===== src/rtl/oneshot_timer_slot_table_top_macros.svh =====
// Assertion macros for the one-shot timer slot table.
`ifndef ONESHOT_TIMER_SLOT_TABLE_TOP_MACROS_SVH
`define ONESHOT_TIMER_SLOT_TABLE_TOP_MACROS_SVH

`ifndef ASSERT_OFF
// prop must hold at every clock edge outside reset
`define OTST_ASSERT(lbl, ck, rn, prop, msg) \
    lbl: assert property (@(posedge ck) disable iff (!rn) (prop)) else $error(msg);
// prop must never hold outside reset
`define OTST_NEVER(lbl, ck, rn, prop, msg) \
    lbl: assert property (@(posedge ck) disable iff (!rn) !(prop)) else $error(msg);
`else
`define OTST_ASSERT(lbl, ck, rn, prop, msg)
`define OTST_NEVER(lbl, ck, rn, prop, msg)
`endif

`endif


===== src/rtl/otst_pkg.sv =====
// Package: sizes, codes and types of the one-shot timer slot table.
package otst_pkg;

    localparam int NUM_SLOTS = 16;
    localparam int TAG_BITS  = 16;

    localparam int IDX_W  = (NUM_SLOTS > 1) ? $clog2(NUM_SLOTS) : 1;
    localparam int CNT_W  = $clog2(NUM_SLOTS + 1);
    localparam int TAG_W  = (TAG_BITS < 16) ? TAG_BITS : 16;
    localparam int TIME_W = 32;
    localparam int RAM_W  = TIME_W + TAG_W;

    typedef enum logic [2:0] {
        CMD_SCHEDULE   = 3'd0,
        CMD_CANCEL     = 3'd1,
        CMD_CANCEL_ALL = 3'd2,
        CMD_TICK       = 3'd3,
        CMD_QUERY      = 3'd4
    } cmd_t;

    typedef enum logic [1:0] {
        KIND_ACK    = 2'd0,
        KIND_REJECT = 2'd1,
        KIND_FIRED  = 2'd2
    } kind_t;

    typedef enum logic [1:0] {
        ST_IDLE,
        ST_SCAN,
        ST_TAIL,
        ST_CLOSE
    } state_t;

endpackage


===== src/rtl/otst_ram.sv =====
// Generic single-write, single-read RAM with registered read data.
module otst_ram #(
    parameter int WIDTH = 8,
    parameter int DEPTH = 16
) (
    input  logic                                 clk,
    input  logic                                 we,
    input  logic [((DEPTH > 1) ? $clog2(DEPTH) : 1)-1:0] waddr,
    input  logic [WIDTH-1:0]                     wdata,
    input  logic [((DEPTH > 1) ? $clog2(DEPTH) : 1)-1:0] raddr,
    output logic [WIDTH-1:0]                     rdata
);

    logic [WIDTH-1:0] mem [DEPTH];

    always_ff @(posedge clk)
    begin
        if (we)
        begin
            mem[waddr] <= wdata;
        end
        rdata <= mem[raddr];
    end

endmodule


===== src/rtl/otst_due.sv =====
// Shared due check: an armed slot is due when now has reached its fire time.
module otst_due (
    input  logic [otst_pkg::TIME_W-1:0] now_ms,
    input  logic [otst_pkg::TIME_W-1:0] fire_ms,
    input  logic                        armed,
    output logic                        due
);

    // plain unsigned compare, no wrap handling
    assign due = armed && (now_ms >= fire_ms);

endmodule


===== src/rtl/oneshot_timer_slot_table_top.sv =====
// Top level: command decode, slot scan sequencer and result register.
//
// A command is taken when start is high and busy is low. Schedule, cancel,
// cancel-all, query and unknown codes leave busy low and give one result,
// marked last, on the cycle after acceptance; such commands can be issued
// every cycle. A tick holds busy high for the whole scan: the sequencer
// reads one slot a cycle through the read port of the slot RAM
// and runs it through one due comparator, so the scan length is set by the
// slot count. Fired results come out one a cycle while the scan runs, and a
// closing result marked last follows; busy is low again in that cycle.
// Every result is valid for one cycle only; the receiver must take it then.
`include "oneshot_timer_slot_table_top_macros.svh"

module oneshot_timer_slot_table_top (
    input  logic        clk,
    input  logic        rst_n,
    input  logic        start,
    output logic        busy,
    input  logic [2:0]  command,
    input  logic [31:0] now_ms,
    input  logic [31:0] delay_ms,
    input  logic        has_action,
    input  logic [15:0] user_tag,
    input  logic [7:0]  slot_index,
    output logic        result_valid,
    output logic [1:0]  kind,
    output logic [3:0]  slot_out,
    output logic [15:0] tag_out,
    output logic        is_active,
    output logic [4:0]  pending_count,
    output logic        last
);

    otst_pkg::state_t state_reg, state_next;

    logic [otst_pkg::NUM_SLOTS-1:0] busy_reg, busy_next;
    logic [otst_pkg::CNT_W-1:0]     count_reg, count_next;
    logic [otst_pkg::IDX_W-1:0]     scan_reg, scan_next;
    logic [otst_pkg::IDX_W-1:0]     chk_idx_reg, chk_idx_next;
    logic                           chk_valid_reg, chk_valid_next;
    logic [otst_pkg::TIME_W-1:0]    now_reg, now_next;

    logic                vld_reg, vld_next;
    otst_pkg::kind_t     kind_reg, kind_next;
    logic [3:0]          slot_reg, slot_next;
    logic [15:0]         tag_reg, tag_next;
    logic                act_reg, act_next;
    logic [4:0]          pcnt_reg, pcnt_next;
    logic                last_reg, last_next;

    logic                        ram_we;
    logic [otst_pkg::RAM_W-1:0]  ram_wdata;
    logic [otst_pkg::RAM_W-1:0]  ram_rdata;

    logic                        free_found;
    logic [otst_pkg::IDX_W-1:0]  free_idx;
    logic                        idx_ok;
    logic [otst_pkg::IDX_W-1:0]  idx_sel;
    logic                        due;

    // lowest free slot
    always_comb
    begin
        free_found = 1'b0;
        free_idx   = '0;
        for (int i = otst_pkg::NUM_SLOTS - 1; i >= 0; i--)
        begin
            if (!busy_reg[i])
            begin
                free_found = 1'b1;
                free_idx   = otst_pkg::IDX_W'(i);
            end
        end
    end

    assign idx_ok    = slot_index < 8'(otst_pkg::NUM_SLOTS);
    assign idx_sel   = slot_index[otst_pkg::IDX_W-1:0];
    assign ram_wdata = {user_tag[otst_pkg::TAG_W-1:0], now_ms + delay_ms};

    otst_ram #(
        .WIDTH (otst_pkg::RAM_W),
        .DEPTH (otst_pkg::NUM_SLOTS)
    ) u_slot_ram (
        .clk   (clk),
        .we    (ram_we),
        .waddr (free_idx),
        .wdata (ram_wdata),
        .raddr (scan_reg),
        .rdata (ram_rdata)
    );

    otst_due u_due (
        .now_ms  (now_reg),
        .fire_ms (ram_rdata[otst_pkg::TIME_W-1:0]),
        .armed   (chk_valid_reg && busy_reg[chk_idx_reg]),
        .due     (due)
    );

    always_comb
    begin
        state_next     = state_reg;
        busy_next      = busy_reg;
        count_next     = count_reg;
        scan_next      = scan_reg;
        chk_idx_next   = chk_idx_reg;
        chk_valid_next = 1'b0;
        now_next       = now_reg;
        ram_we         = 1'b0;

        vld_next  = 1'b0;
        kind_next = kind_reg;
        slot_next = slot_reg;
        tag_next  = tag_reg;
        act_next  = act_reg;
        pcnt_next = pcnt_reg;
        last_next = last_reg;

        case (state_reg)
            otst_pkg::ST_IDLE:
            begin
                if (start)
                begin
                    vld_next  = 1'b1;
                    kind_next = otst_pkg::KIND_ACK;
                    slot_next = '0;
                    tag_next  = '0;
                    act_next  = 1'b0;
                    last_next = 1'b1;
                    case (otst_pkg::cmd_t'(command))
                        otst_pkg::CMD_SCHEDULE:
                        begin
                            if (has_action && free_found)
                            begin
                                ram_we              = 1'b1;
                                busy_next[free_idx] = 1'b1;
                                count_next          = count_reg + 1'b1;
                                slot_next           = 4'(free_idx);
                            end
                            else
                            begin
                                kind_next = otst_pkg::KIND_REJECT;
                            end
                        end
                        otst_pkg::CMD_CANCEL:
                        begin
                            if (idx_ok && busy_reg[idx_sel])
                            begin
                                busy_next[idx_sel] = 1'b0;
                                count_next         = count_reg - 1'b1;
                            end
                        end
                        otst_pkg::CMD_CANCEL_ALL:
                        begin
                            busy_next  = '0;
                            count_next = '0;
                        end
                        otst_pkg::CMD_TICK:
                        begin
                            vld_next   = 1'b0;
                            now_next   = now_ms;
                            scan_next  = '0;
                            state_next = otst_pkg::ST_SCAN;
                        end
                        otst_pkg::CMD_QUERY:
                        begin
                            act_next = idx_ok && busy_reg[idx_sel];
                        end
                        default:
                        begin
                            kind_next = otst_pkg::KIND_REJECT;
                        end
                    endcase
                end
            end
            otst_pkg::ST_SCAN, otst_pkg::ST_TAIL:
            begin
                // issue the read for scan_reg, check the slot read last cycle
                if (state_reg == otst_pkg::ST_SCAN)
                begin
                    chk_valid_next = 1'b1;
                    chk_idx_next   = scan_reg;
                    scan_next      = otst_pkg::IDX_W'(scan_reg + 1'b1);
                    if (scan_reg == otst_pkg::IDX_W'(otst_pkg::NUM_SLOTS - 1))
                    begin
                        state_next = otst_pkg::ST_TAIL;
                    end
                end
                else
                begin
                    state_next = otst_pkg::ST_CLOSE;
                end
                if (due)
                begin
                    busy_next[chk_idx_reg] = 1'b0;
                    count_next             = count_reg - 1'b1;
                    vld_next               = 1'b1;
                    kind_next              = otst_pkg::KIND_FIRED;
                    slot_next              = 4'(chk_idx_reg);
                    tag_next               = 16'(ram_rdata[otst_pkg::RAM_W-1:otst_pkg::TIME_W]);
                    act_next               = 1'b0;
                    last_next              = 1'b0;
                end
            end
            otst_pkg::ST_CLOSE:
            begin
                vld_next   = 1'b1;
                kind_next  = otst_pkg::KIND_ACK;
                slot_next  = '0;
                tag_next   = '0;
                act_next   = 1'b0;
                last_next  = 1'b1;
                state_next = otst_pkg::ST_IDLE;
            end
            default:
            begin
                state_next = otst_pkg::ST_IDLE;
            end
        endcase

        if (vld_next)
        begin
            pcnt_next = 5'(count_next);
        end
    end

    always_ff @(posedge clk or negedge rst_n)
    begin
        if (!rst_n)
        begin
            state_reg     <= otst_pkg::ST_IDLE;
            busy_reg      <= '0;
            count_reg     <= '0;
            chk_valid_reg <= 1'b0;
            vld_reg       <= 1'b0;
        end
        else
        begin
            state_reg     <= state_next;
            busy_reg      <= busy_next;
            count_reg     <= count_next;
            chk_valid_reg <= chk_valid_next;
            vld_reg       <= vld_next;
        end
    end

    always_ff @(posedge clk)
    begin
        scan_reg    <= scan_next;
        chk_idx_reg <= chk_idx_next;
        now_reg     <= now_next;
        kind_reg    <= kind_next;
        slot_reg    <= slot_next;
        tag_reg     <= tag_next;
        act_reg     <= act_next;
        pcnt_reg    <= pcnt_next;
        last_reg    <= last_next;
    end

    assign busy          = (state_reg != otst_pkg::ST_IDLE);
    assign result_valid  = vld_reg;
    assign kind          = kind_reg;
    assign slot_out      = slot_reg;
    assign tag_out       = tag_reg;
    assign is_active     = act_reg;
    assign pending_count = pcnt_reg;
    assign last          = last_reg;

    `OTST_ASSERT(a_count_matches, clk, rst_n, $countones(busy_reg) == int'(count_reg), "pending count out of step with busy slots")
    `OTST_NEVER(a_last_while_busy, clk, rst_n, result_valid && last && busy, "closing result while sequencer still busy")
    `OTST_ASSERT(a_fired_inside_tick, clk, rst_n, (result_valid && !last) |-> (busy && kind == otst_pkg::KIND_FIRED), "non-closing result outside a tick scan")
    `OTST_ASSERT(a_short_cmd_answers, clk, rst_n, (start && !busy && command != otst_pkg::CMD_TICK) |=> (result_valid && last), "short command gave no single result")
    `OTST_ASSERT(a_tick_enters_scan, clk, rst_n, (start && !busy && command == otst_pkg::CMD_TICK) |=> (busy && !result_valid), "tick did not start a scan")

endmodule

===== config.mk =====
export PLATFORM = sky130hd
export DESIGN_NAME = oneshot_timer_slot_table_top
export DESIGN_NICKNAME = d
export VERILOG_FILES = /design/src/rtl/otst_pkg.sv /design/src/rtl/otst_ram.sv /design/src/rtl/otst_due.sv /design/src/rtl/oneshot_timer_slot_table_top.sv
export VERILOG_INCLUDE_DIRS = /design/src /design/src/rtl
export SDC_FILE = /design/constraint.sdc
export NUM_CORES = 1
export LEC_CHECK = 0
export BUFFER_PORTS_ARGS = -buffer_cell sky130_fd_sc_hd__buf_2
export CAP_MARGIN = 30
export CORE_AREA = 2 2 285 231
export DETAILED_ROUTE_END_ITERATION = 16
export DIE_AREA = 0 0 287 233
export PLACE_DENSITY = 0.76
export SYNTH_ARGS = -nofsm -noshare
export SYNTH_HDL_FRONTEND = slang
export SYNTH_SLANG_ARGS = --single-unit

===== constraint.sdc =====
create_clock -name clk -period 12.6 [get_ports clk]
set_input_delay 1.26 -clock clk [delete_from_list [all_inputs] [get_ports clk]]
set_output_delay 1.26 -clock clk [all_outputs]
set_load 0.01 [all_outputs]

**Word level (Yosys, flattened, before mapping)**

Memory sizes are Yosys's and may differ from the RTL's. A register that Yosys moved wholly into a read port is not among the register bits.
Index checks and enable logic that the tools add are counted.

- Register bits after elaboration: 94
- Bits in writable memories: 768
- Input bits: 95
- Output and inout port bits: 31
- Memories: 1

- Add/subtract/negate cells: 4
- $lt $le $gt $ge: 8
- Equal/unequal tests: 16
- Mux-type cells: 94
- Bitwise logic cells: 5
- Reductions and logical operators: 19

Memory list:

| memory | depth | width | rd ports | clocked after Yosys merged registers in | wr ports | RTL line | source |
|---|---|---|---|---|---|---|---|
| u_slot_ram.mem | 16 | 48 | 1 | 1 | 1 | otst_ram.sv:14 | `logic [WIDTH-1:0] mem [DEPTH];` |

Operators with widths:

| kind | number |
|---|---|
| $mux 16 | 6 |
| $pmux 16 s3 | 2 |
| $mux 4 | 23 |
| $mux 1 | 37 |
| $add 32x32->32 | 1 |
| $and 16x16->16 | 2 |
| $ge 32x32->1 | 1 |
| $not 16->16 | 2 |
| $pmux 16 s2 | 1 |
| $mux 5 | 4 |
| $or 16x16->16 | 1 |
| $lt 4x5->1 const B | 3 |
| $pmux 5 s3 | 1 |
| $demux 1 s4 | 3 |
| $ge 4x1->1 const B | 3 |
| $mux 2 | 6 |
| $pmux 2 s3 | 2 |
| $pmux 4 s3 | 1 |
| $pmux 5 s2 | 1 |
| $ne 3x3->1 const B | 3 |
| $pmux 1 s3 | 3 |
| $bmux 1 s4 | 2 |
| $lt 8x5->1 const B | 1 |
| $pmux 4 s2 | 1 |
| 23 further kinds | 36 |

**Logic depth before layout (Yosys ltp)**

- Depth after elaboration: 25
- Gate-level depth with buffers: 11

**Hierarchy**

A second synthesis with hierarchy kept.

- Cells, all modules: 1,984
- Area total of the unflattened synthesis: 36,770.3 um^2

Modules (own cells, without submodules):

| module | instances | cells an instance | area each (um^2) |
|---|---|---|---|
| otst_ram | 1 | 1,242 | 29,691.0 |
| oneshot_timer_slot_table_top | 1 | 632 | 6,258.5 |
| otst_due | 1 | 110 | 820.8 |

**Worst setup path after synthesis**

No wires, ideal clock.

- Path type: input -> register
- Start: input command[2]
- End: memory u_slot_ram.mem[13][0] in the netlist's numbering, enable pin
- Arrival: 4,396 ps
- Required time: 12,146 ps
- Setup slack: 7,750 ps
- Cell stages on the path: 5
- Buffers on the path: 1
- Cells stage by stage: clkbuf_1 > or4_1 > nor2_1 > nand2_1 > nor2_1

- Cells in the longest elaborated chain, start to end: 6

Ends and longest elaborated chain:

| what | RTL line | source |
|---|---|---|
| from (decl) | oneshot_timer_slot_table_top.sv:19 | `input logic [2:0] command,` |
| $logic_not 3->1 | oneshot_timer_slot_table_top.sv:129 | `case (otst_pkg::cmd_t'(command))` |
| $mux 1 | oneshot_timer_slot_table_top.sv:129 |  |
| $mux 1 | oneshot_timer_slot_table_top.sv:121 | `if (start)` |
| $mux 1 | oneshot_timer_slot_table_top.sv:118 | `case (state_reg)` |
| $mux 1 | otst_ram.sv:18 | `if (we)` |
| $mux 1 (not written as such) | otst_ram.sv:20 | `mem[waddr] <= wdata;` |
| to (decl) | otst_ram.sv:14 |  |

Every way passes these cells.

**Worst setup path after layout**

- Start: input now_ms[0]
- End: memory u_slot_ram.mem[9][30] in the netlist's numbering, data pin

- Cells in the longest elaborated chain, start to end: 1

Ends and longest elaborated chain:

| what | RTL line | source |
|---|---|---|
| from (decl) | oneshot_timer_slot_table_top.sv:20 | `input logic [31:0] now_ms,` |
| $add 32x32->32 | oneshot_timer_slot_table_top.sv:78 | `assign ram_wdata = {user_tag[otst_pkg::TAG_W-1:0], now_ms + delay_ms};` |
| net ram_wdata, one bit | oneshot_timer_slot_table_top.sv:52 | `logic [otst_pkg::RAM_W-1:0] ram_wdata;` |

The timed path passes the listed nets, and every way through them passes these cells.

==> results.toml <==
[sta]
max_freq_mhz = 219.1
maxSlewHeadroom_pct = 27.79
worst_clock_skew_ns = 0.01956
rsz0062_at_grt = "false"
final.setup.tns_ns = 0
min_period_ns = 4.565
fin_hold_ws_ns = 0.5128
hold_viol = 0
slew_violations = 0
setup_violations = 0
min_period_over_period_pct = 36.23
worstMarginPinSlew_ns = 1.075
timing.final.ws_setup_ns = 8.035

[global_route]
gr-total-overflow = 0
grt_pass1_wl_um = 126500
antenna_found_initial = 4
grt_pass1_vias = 19720
track_usage_pct = 26.01
grt_max_degree = 158

[flow_run]
cap_violations = 0

[detailed_routing]
via_per_inst = 6.483
firstDrtPassIters = 7
routed_wl_um = 85710
drc = 0
final_antenna_net_count = 0
wire_per_inst_um = 28.15
vias = 19740
drtIter0Drc = 2266

[cts]
cts_hold_buf = 0
clkLatencyLatePin_ns = 0.64
cts_htree_levels = 3
cts_sinks = 910
clockRootBuffer = "clkbuf_16"
cts_setup_buffers = 0
cts_tree = "yes"
clk_pin_slew_ns = 0.06
ctsResizeCount = 0
cts_buffer_depth = 3
cts_buffers = 86

[worst_setup_path]
critPathCaptureType = "flop"
cp_data_required_time_ns = 12.88
critical_path_buf_inv_count = 2
slowest_stage = "xnor2_1"
critical_path.top_delay_family = "compound AO/OA/AOI/OAI gates"
worstSetupPathType = "primary input to flop"
worst_path_largest_cell_delay_ns = 0.87
cp_max_fo = 16
startpoint_type = "primary input"
cp_cell_sequence = "buf_2 -> ha_1 -> inv_1 -> fa_1 -> nor2b_1 -> o21ai_0 -> a2111o_1 -> nand4_1 -> a32oi_1 -> o221ai_1 -> a41oi_1 -> xnor2_1"
critPathArrivalTime_ns = 4.84

[placement]
dp_hpwl_um = 45040
gp_congestion = 0.8987
dp_slack_ns = 7.533
placed_cells = 2865
io_buffers = 125
placed_cell_area_um2 = 39230

[synth]
synth_edf_count = 837
synthArstFlopShare_pct = 2.747
ys_seq_area_share_pct = 71.50
syn-cell-area_um2 = 37370
netlist-cell-type-count = 84
ys_ff_latch = 910
synth_flop_cell = "edfxtp_1"
synth_area_per_cell_um2 = 19.21
syn_nets = 2112
yosysWarningCount = 0
syn_inst = 1946

[layout]
final_util_pct = 66.44
drive_gt1_share_pct = 27.67
largest_reg_flops = 768
nets = 2288
multi_input_area_um2 = 10110
syn_to_final_growth_pct = 13.36
final_area_um2 = 42370
ff_latch_area_um2 = 26720
stdcell_count = 3045
fillCellCount = 4135

[pwr]
p_per_area_nw_per_um2 = 214.1
p_total_mw = 9.070
p_leak_nw = 14.11
ir_worst_vdd_uv = 202.1

[floorplanning]
dieArea_um2 = 66870
core_um2 = 63760
io_pins = 126
die_h_um = 233
die_x_um = 287
row_count = 83
start_util_pct = 58.61

[status]
status = "completed"

[min_path]
hp-class = "flop to flop"
-- kinds of logic (layout without fill, tap and decap cells) --
kind of cell,after synthesis,count (layout),share of synthesized area (%)
xor+xnor,28,28,0.6562
buf+inv,159,407,1.838
fa+ha+maj,71,71,2.397
other cells,0,1,0
mux,253,253,15.16
simple gates,268,268,3.639
flops,910,910,71.50
compound gates,257,257,4.814
-- power breakdown --
part	leakage (nW)	total (mW)	switching, mW	internal, mW
registers	8.27	3.80	0.169	3.63
logic	4.44	2.62	1.40	1.22
clock network	1.40	2.65	1.10	1.54
total	14.1	9.07	2.67	6.40
-- layer usage --
metal	vias to the layer above	GRT usage (%)	wire (µm)
met2	970	41.97	41950
met4	4	6.771	1831
met3	128	4.461	6566
met1	10270	37.40	35330
li1	8375	-	-
met5	-	0	27
-- final cells by class --
class	count	share of cell area [%]
diodes	1	0.005906
clock buffers	118	5.655
clock inverters	42	1.172
inverters	59	0.5227
multi-input cells	877	23.86
flip-flops and latches	910	63.07
well taps	850	2.510
repair buffers	188	3.201
-- layout by cell type, fill, tap and decap left out, types with 11 or more instances in the layout --
cell	n
a21o_1	25
a21oi_1	69
a31oi_1	12
and2_1	19
buf_16	11
buf_2	125
buf_4	49
clkbuf_1	23
clkbuf_16	89
clkinv_1	12
clkinv_2	11
dfrtp_1	25
dfxtp_1	48
edfxtp_1	837
ha_1	69
inv_1	58
mux4_2	249
nand2_1	55
nand2b_1	14
nand3_1	22
nand4_1	16
nor2_1	45
nor2_4	16
nor3_1	27
o211ai_1	12
o21ai_0	39
xnor2_1	20
-- path summary, 6_finish.rpt --
kind,end,startpoint,slack [ns],cells past startpoint
worst max register to register,pending_count[1],now_reg[30],8.44,8
max in group asynchronous,busy_reg[11],rst_n,11.54,1
worst min register to register,tag_out[8],u_slot_ram.rdata[40],0.51,1
worst max-delay path,u_slot_ram.mem[9][30],now_ms[0],8.03,12
worst min-delay path,tag_out[8],u_slot_ram.rdata[40],0.51,1
min in group asynchronous,busy_reg[14],rst_n,0.64,1
-- cells in the mapped netlist (all sizes together) (8+ instances only) --
cell / instances / share of area, %
edfxtp: 837 / 67
nand2: 55 / 0.55
a21o: 26 / 0.54
a211oi: 15 / 0.35
dfxtp: 48 / 2.6
xor2: 8 / 0.19
o211ai: 12 / 0.24
nor2b: 10 / 0.17
nand4: 16 / 0.27
dfrtp: 25 / 1.7
nor2: 61 / 0.61
ha: 70 / 2.3
buf: 25 / 0.38
nand3: 22 / 0.29
a21oi: 71 / 0.96
o21ai: 39 / 0.52
inv: 58 / 0.58
mux4: 250 / 15
nor4: 10 / 0.17
and2: 19 / 0.32
clkbuf: 75 / 0.86
nand2b: 14 / 0.23
nor3: 28 / 0.37
xnor2: 20 / 0.47
a31oi: 12 / 0.20
(Power assumes the default switching activity.)
